`src/ptw_pkg.sv`:
```
// Shared constants, types and codes of the four-level page-table walker.
package ptw_pkg;

    localparam int unsigned STORE_WORDS = 4096;
    localparam int unsigned STORE_AW    = $clog2(STORE_WORDS);

    localparam int unsigned VA_W   = 48;
    localparam int unsigned PA_W   = 52;
    localparam int unsigned WORD_W = 64;
    localparam int unsigned IDX_W  = 9;
    // Word index of an entry: 40-bit table frame number followed by a 9-bit index.
    localparam int unsigned WIDX_W = PA_W - 12 + IDX_W;

    localparam int unsigned PRESENT_BIT = 0;
    localparam int unsigned LARGE_BIT   = 7;

    typedef enum logic [2:0] {
        ST_WRITTEN    = 3'd0,
        ST_MAP4K      = 3'd1,
        ST_MAP2M      = 3'd2,
        ST_MAP1G      = 3'd3,
        ST_NOTPRESENT = 3'd4,
        ST_OUTSIDE    = 3'd5
    } t_status;

    typedef enum logic {
        OP_WRITE     = 1'b0,
        OP_TRANSLATE = 1'b1
    } t_opcode;

    typedef struct packed {
        logic                we;
        logic                re;
        logic [STORE_AW-1:0] addr;
        logic [WORD_W-1:0]   wdata;
    } t_mem_req;

    typedef struct packed {
        t_status         status;
        logic [PA_W-1:0] phys_addr;
    } t_result;

endpackage

```
`src/ptw_walker.sv`:
```
// Walk sequencer: table writes, level-by-level entry reads and result forming.
module ptw_walker (
    input  logic                         i_clk,
    input  logic                         i_rst_n,
    input  logic                         i_req_valid,
    output logic                         o_req_ready,
    input  ptw_pkg::t_opcode             i_opcode,
    input  logic [ptw_pkg::VA_W-1:0]     i_address,
    input  logic [ptw_pkg::WORD_W-1:0]   i_entry_data,
    input  logic [ptw_pkg::PA_W-13:0]    i_root_frame,
    output ptw_pkg::t_mem_req            o_mem_req,
    input  logic [ptw_pkg::WORD_W-1:0]   i_mem_rdata,
    output logic                         o_res_valid,
    input  logic                         i_res_ready,
    output ptw_pkg::t_result             o_res
);

    typedef enum logic [2:0] {
        S_IDLE   = 3'b001,
        S_WAIT   = 3'b010,
        S_RESULT = 3'b100
    } t_state;

    t_state                      r_state, n_state;
    logic [1:0]                  r_level, n_level;
    logic [ptw_pkg::VA_W-1:0]    r_va, n_va;
    ptw_pkg::t_result            r_res, n_res;

    logic                        accept;
    logic [ptw_pkg::IDX_W-1:0]   next_idx;
    logic [ptw_pkg::WIDX_W-1:0]  root_w;
    logic [ptw_pkg::WIDX_W-1:0]  next_w;
    logic [ptw_pkg::VA_W-4:0]    wr_w;
    logic [ptw_pkg::WORD_W-1:0]  e;

    assign accept      = i_req_valid && o_req_ready;
    assign o_req_ready = (r_state == S_IDLE);
    assign o_res_valid = (r_state == S_RESULT);
    assign o_res       = r_res;
    assign e           = i_mem_rdata;

    // Index of the level below the current one.
    always_comb begin
        case (r_level)
            2'd3:    next_idx = r_va[38:30];
            2'd2:    next_idx = r_va[29:21];
            default: next_idx = r_va[20:12];
        endcase
    end

    assign root_w = {i_root_frame, i_address[47:39]};
    assign next_w = {e[ptw_pkg::PA_W-1:12], next_idx};
    assign wr_w   = i_address[ptw_pkg::VA_W-1:3];

    always_comb begin
        n_state   = r_state;
        n_level   = r_level;
        n_va      = r_va;
        n_res     = r_res;
        o_mem_req = '0;
        unique case (r_state)
            S_IDLE: begin
                if (accept) begin
                    n_va            = i_address;
                    n_res.phys_addr = '0;
                    if (i_opcode == ptw_pkg::OP_WRITE) begin
                        n_state = S_RESULT;
                        if (wr_w < (ptw_pkg::VA_W-3)'(ptw_pkg::STORE_WORDS)) begin
                            o_mem_req.we    = 1'b1;
                            o_mem_req.addr  = wr_w[ptw_pkg::STORE_AW-1:0];
                            o_mem_req.wdata = i_entry_data;
                            n_res.status    = ptw_pkg::ST_WRITTEN;
                        end else begin
                            n_res.status = ptw_pkg::ST_OUTSIDE;
                        end
                    end else if (root_w < ptw_pkg::WIDX_W'(ptw_pkg::STORE_WORDS)) begin
                        o_mem_req.re   = 1'b1;
                        o_mem_req.addr = root_w[ptw_pkg::STORE_AW-1:0];
                        n_level        = 2'd3;
                        n_state        = S_WAIT;
                    end else begin
                        n_res.status = ptw_pkg::ST_OUTSIDE;
                        n_state      = S_RESULT;
                    end
                end
            end
            S_WAIT: begin
                n_state = S_RESULT;
                if (!e[ptw_pkg::PRESENT_BIT]) begin
                    n_res.status = ptw_pkg::ST_NOTPRESENT;
                end else if (r_level == 2'd2 && e[ptw_pkg::LARGE_BIT]) begin
                    n_res.status    = ptw_pkg::ST_MAP1G;
                    n_res.phys_addr = {e[ptw_pkg::PA_W-1:30], r_va[29:0]};
                end else if (r_level == 2'd1 && e[ptw_pkg::LARGE_BIT]) begin
                    n_res.status    = ptw_pkg::ST_MAP2M;
                    n_res.phys_addr = {e[ptw_pkg::PA_W-1:21], r_va[20:0]};
                end else if (r_level == 2'd0) begin
                    n_res.status    = ptw_pkg::ST_MAP4K;
                    n_res.phys_addr = {e[ptw_pkg::PA_W-1:12], r_va[11:0]};
                end else if (next_w < ptw_pkg::WIDX_W'(ptw_pkg::STORE_WORDS)) begin
                    // descend one level
                    o_mem_req.re   = 1'b1;
                    o_mem_req.addr = next_w[ptw_pkg::STORE_AW-1:0];
                    n_level        = r_level - 2'd1;
                    n_state        = S_WAIT;
                end else begin
                    n_res.status = ptw_pkg::ST_OUTSIDE;
                end
            end
            S_RESULT: begin
                if (i_res_ready) begin
                    n_state = S_IDLE;
                end
            end
            default: n_state = S_IDLE;
        endcase
    end

    always_ff @(posedge i_clk) begin
        if (!i_rst_n) begin
            r_state <= S_IDLE;
        end else begin
            r_state <= n_state;
        end
        r_level <= n_level;
        r_va    <= n_va;
        r_res   <= n_res;
    end

    a_no_rw_collision: assert property (@(posedge i_clk) disable iff (!i_rst_n)
        !(o_mem_req.we && o_mem_req.re))
        else $error("store read and write issued together");

    a_read_then_wait: assert property (@(posedge i_clk) disable iff (!i_rst_n)
        o_mem_req.re |=> r_state == S_WAIT)
        else $error("entry read not followed by wait state");

    a_level_descends: assert property (@(posedge i_clk) disable iff (!i_rst_n)
        (r_state == S_WAIT && o_mem_req.re) |=> r_level == $past(r_level) - 2'd1)
        else $error("walk level did not descend");

    a_fault_pa_zero: assert property (@(posedge i_clk) disable iff (!i_rst_n)
        (o_res_valid && (r_res.status == ptw_pkg::ST_WRITTEN
            || r_res.status == ptw_pkg::ST_NOTPRESENT
            || r_res.status == ptw_pkg::ST_OUTSIDE)) |-> r_res.phys_addr == '0)
        else $error("non-mapped result carries an address");

endmodule

```
`config.mk`:
```
export PLATFORM = sky130hd
export DESIGN_NAME = ptw_walker
export DESIGN_NICKNAME = d
export VERILOG_FILES = /design/src/ptw_pkg.sv /design/src/ptw_walker.sv
export SDC_FILE = /design/constraint.sdc
export NUM_CORES = 1
export LEC_CHECK = 0
export BUFFER_PORTS_ARGS = -buffer_cell sky130_fd_sc_hd__buf_2
export CAP_MARGIN = 40
export CELL_PAD_IN_SITES_DETAIL_PLACEMENT = 0
export CELL_PAD_IN_SITES_GLOBAL_PLACEMENT = 1
export CORE_AREA = 8 8 134 136
export CTS_CLUSTER_SIZE = 24
export DETAILED_ROUTE_END_ITERATION = 10
export DIE_AREA = 0 0 142 144
export PLACE_DENSITY = 0.92
export SLEW_MARGIN = 20
export SYNTH_ARGS = -nofsm -noshare
export SYNTH_HDL_FRONTEND = slang
export SYNTH_SLANG_ARGS = --single-unit
```
`constraint.sdc`:
```
create_clock -name i_clk -period 10.8 [get_ports i_clk]
set_input_delay 0.54 -clock i_clk [delete_from_list [all_inputs] [get_ports i_clk]]
set_output_delay 0.54 -clock i_clk [all_outputs]
set_load 0.05 [all_outputs]
```
* Word level (Yosys, flattened, before mapping) *
Cells that the tools add are included.

storage, ports and cells
  register bits = 99
  input bits = 221

cells by class
  $lt $le $gt $ge = 3
  $add $sub $neg = 1
  reduce and logical (&&, ||, !) cells = 10
  equal/unequal tests = 18
  mux-type cells = 48

operator list
  kind                    count
  $mux W55                3
  $mux W64                2
  $pmux W55 S2            1
  $mux W52                2
  $lt A49 B13 Y1 const B  2
  $mux W13                6
  $mux W78                1
  $mux W76                1
  $lt A45 B13 Y1 const B  1
  $mux W3                 15
  $pmux W13 S2            1
  $pmux W9 S2             1
  $mux W2                 8
  $mux W12                1
  $ne A2 B2 Y1 const B    5
  $pmux W3 S3             1
  $reduce_and A9 Y1       1
  $ne A2 B1 Y1 const B    4
  $reduce_and A4 Y1       2
  $ne A6 B6 Y1 const B    1
  $eq A2 B2 Y1 const B    2
  $mux W1                 4
  $ne A4 B4 Y1 const B    1
  $pmux W2 S2             1
  10 further kinds        13

* Longest topological paths before layout *
  word-level depth = 9
  mapped depth = 9

* Worst setup path after synthesis *
No wires, ideal clock.

  kind = register to register
  start = reg r_state[1]
  end = reg r_res (netlist bit o_res[0]) (enable)
  buffers on the path = 1
  arrival = 4,947 ps
  setup time = 534 ps
  slack = 5,320 ps
  period minus slack after synthesis = 5,480 ps
  required time = 10,266 ps
  stages on the path, launching flop included = 5
  cells stage by stage = dfxtp_1 nor3b_1 clkbuf_1 nand2_1 o21ai_0

on the way
  longest elaborated chain between the ends = 4
  elaborated cells between the ends (all ways) = 8
  classes of those cells = eq/ne (5); reduce/logical (3)

RTL lines
  what                             line                                source
  start: declaration               ptw_walker.sv:24                    t_state r_state, n_state;
  start signal: assignment         ptw_walker.sv:123                   r_state <= n_state;
  $eq A3 B1 Y1                     ptw_walker.sv:37, ptw_walker.sv:61
  $logic_and A1 B1 Y1              ptw_walker.sv:36                    assign accept = i_req_valid && o_req_ready;
  $ne A2 B1 Y1 (no line)           n/a
  $reduce_and A4 Y1 (no line) (*)  n/a
  end signal: assignment           ptw_walker.sv:127                   r_res <= n_res;
  end: declaration                 ptw_walker.sv:27                    ptw_pkg::t_result r_res, n_res;

Every way passes the cells marked *; elsewhere a longest branch is shown, timed or not.
A chain may end at the register's enable or synchronous reset.

==> flow_summary.yaml <==
route:
  viasPerCell: 4.59
  drtIter0Drc: 301
  via_count: 4391
  wl_um: 19000
  antenna_left: 0
  drc: 0
  firstDrtPassIters: 4
  wl_per_cell_um: 19.9
clock_network:
  cts_resized: 0
  cts_hold_buf: 0
  clk_pin_slew_ns: 0.06
  cts_sinks: 99
  clock_path_buffers: 2
  cts_tree: "yes"
  post_cts_buffers: 0
  clk_latency_ns: 0.34
  cts-root-buf: "clkbuf_16"
  numCtsBuffers: 9
  ctsHtreeMaxLevel: 3
synthesis:
  syn_area_per_cell_um2: 12.0
  postSynthCellCount: 403
  syn_area_um2: 4820
  ys.warnings.count: 0
  syn_nets: 628
  synth_seq_area_share: 0.610
  synth_cell_types: 42
  synth-seq-cells: 99
timing:
  tightest_slew_ns: 0.757
  min_period_over_period: 0.337
  fin_tns_setup_ns: 0
  final-hold-violation-count: 0
  maxSlewViolCount: 0
  setup_violations: 0
  fin_crit_ns: 3.64
  finClkSkew_ns: 0.00777
  slew_headroom: 0.495
  holdWs_ns: 0.375
  rsz0062_at_grt: "false"
  fmax_ghz: 0.274
die:
  std_cell_rows: 47
  die_w_um: 142
  initial_core_util: 0.300
  ios: 356
  dieArea_um2: 20400
  core_um2: 16100
  die_y_um: 144
pwr:
  power.switching_w: 0.000252
  switching_share: 0.271
  seq_power_share: 0.495
  p_clk_frac: 0.350
  p_leak_nw: 3.31
  p_int_w: 0.000678
  power_w: 0.000930
  power_density_nw_per_um2: 132
  ir_drop_v: 0.0000656
  combPwrFrac: 0.155
place:
  dpl.hpwl_um: 16100
  gp_congestion: 0.885
  io_buffer_count: 333
finish:
  antenna_cells: 0
  layout_commonest_cell: "buf_2"
  drive_gt1_frac: 0.510
  areaGrowthSynthToFinish_pct: 45.7
  mostFrequentLayoutCells: "333 x buf_2, 98 x and2_1, 96 x edfxtp_1"
  final_util: 0.438
  nNetsFinal: 957
grt:
  grtUsageTotal: 0.176
  grt_pass1_vias: 4401
  grt_overflow_total: 0
  grt_pass1_wl_um: 26500
  antenna_found_initial: 4
  grt_max_degree: 78
outcome:
  status: "finished clean"
setup_path:
  required_ns: 10.26
  ff2ff_path_depth: 7
  reg2reg_from: "r_level[0]$_SDFFCE_PN1P_"
  r2r_end: "o_res[13]$_SDFFCE_PN0P_"
  worstSetupEndpointType: "output pin"
  rrSetupSlack_ns: 7.84
  crit_start: "r_level[0]$_SDFFCE_PN1P_"
  crit_type: "reg -> out"
  worstSetupStartpointType: "flop"
  crit_fanout: 23
  endpoint: "o_mem_req[75]"
  cp.arrival_ns: 3.10
worst_hold_path:
  holdCritPathClass: "in -> reg"
  hold_depth: 1
flow_run:
  maxCapViolations: 0
[metal layers]
layer | track usage | part of all wire | vias up | wire length, um
met4 | 0.0441 | 0.012 | 8 | 233
met3 | 0.0561 | 0.084 | 21 | 1610
met2 | 0.320 | 0.52 | 213 | 9930
met5 | 0 | 0.0023 | - | 43
li1 | - | - | 2133 | -
met1 | 0.195 | 0.38 | 2016 | 7210
[metrics by stage]
step | cells | cell area, um^2 | setup slack, ns
after floorplan | 403 | 4820 | 5.32
after global placement | 939 | 6690 | 7.29
after detailed placement | 939 | 6690 | 7.30
after CTS | 955 | 6990 | 7.10
after global routing | 957 | 7030 | 6.88
final | 957 | 7030 | 7.16
[worst min path at each step]
stage	startpoint	endpoint	slack, ns
after floorplan	r_va[0]$_DFFE_PP_	o_res[0]$_SDFFCE_PN0P_	0.50
after global placement	r_va[7]$_DFFE_PP_	o_res[7]$_SDFFCE_PN0P_	0.50
after detailed placement	r_va[7]$_DFFE_PP_	o_res[7]$_SDFFCE_PN0P_	0.50
after CTS	i_address[2]	r_va[2]$_DFFE_PP_	0.36
after global routing	i_address[2]	r_va[2]$_DFFE_PP_	0.36
final	i_address[2]	r_va[2]$_DFFE_PP_	0.38
[Yosys cell counts]
cell	n	area (um^2)
a211oi_1	1	7.51
a21boi_0	1	7.51
a21oi_1	28	140
a22o_1	9	78.8
a22oi_1	9	67.6
and2_1	98	613
and3_1	1	6.26
and4bb_4	1	16.3
buf_1	1	3.75
buf_2	1	5.00
buf_6	5	56.3
clkbuf_1	14	52.6
dfxtp_1	3	60.1
edfxtp_1	96	2880
ha_1	4	50.1
inv_1	7	26.3
nand2_1	42	158
nand2_4	1	11.3
nand2b_1	1	6.26
nand3_1	10	50.1
nand3_4	1	17.5
nand3b_1	1	7.51
nand4_1	5	31.3
nor2_1	6	22.5
nor2b_1	1	6.26
nor3_1	3	15.0
nor3_2	1	10.0
nor3b_1	2	15.0
nor3b_4	1	18.8
nor4_1	23	144
nor4_4	2	42.5
nor4b_1	1	8.76
o211ai_2	3	37.5
o21a_1	2	15.0
o21ai_0	4	20.0
o21ai_1	1	5.00
o21ai_2	7	61.3
o31a_1	1	8.76
or2_2	1	6.26
or2b_1	1	7.51
or3b_2	1	8.76
or4_1	2	15.0
[state kept, by name, indices dropped and copies added (netlist names)]
register  cells
r_va         39
r_level       2
r_state       3
o_res        55
[power groups by stage]
stage	Sequential (W)	Clock, W	Combinational, W
CTS	0.000461	0.000330	0.000143
global placement	0.000468	0	0.000142
finish	0.000460	0.000326	0.000144
floorplan	0.000519	0	0.0000258
global route	0.000463	0.000345	0.000152
detailed placement	0.000469	0	0.000143
[cells by family after synthesis]
family | count (synthesis) | share of synthesized area
flip-flops | 99 | 0.610
AO/OA/AOI/OAI | 66 | 0.0931
AND/OR/NAND/NOR | 206 | 0.257
adder cells (fa/ha/maj) | 4 | 0.0104
buffers and inverters | 28 | 0.0298
[critical path: stages (launching register included)]
cell and delay (ns):
edfxtp_1 0.42, inv_1 0.08, ha_1 0.46, o21a_1 0.40
nor2_1 0.29, and4bb_4 0.31, nand3_4 0.24, o211ai_2 0.22
buf_2 0.33
[area by class of cell]
cell class                 count  area, um^2
fill                        1577        9020
sequential                    99        2940
multi-input combinational    276        1750
timing repair buffer         339        1730
tap                          220         275
clock buffer                   9         225
clock inverter                 7        75.1
inverter                       7        26.3
No activity file was read; power rests on OpenSTA's default activity.
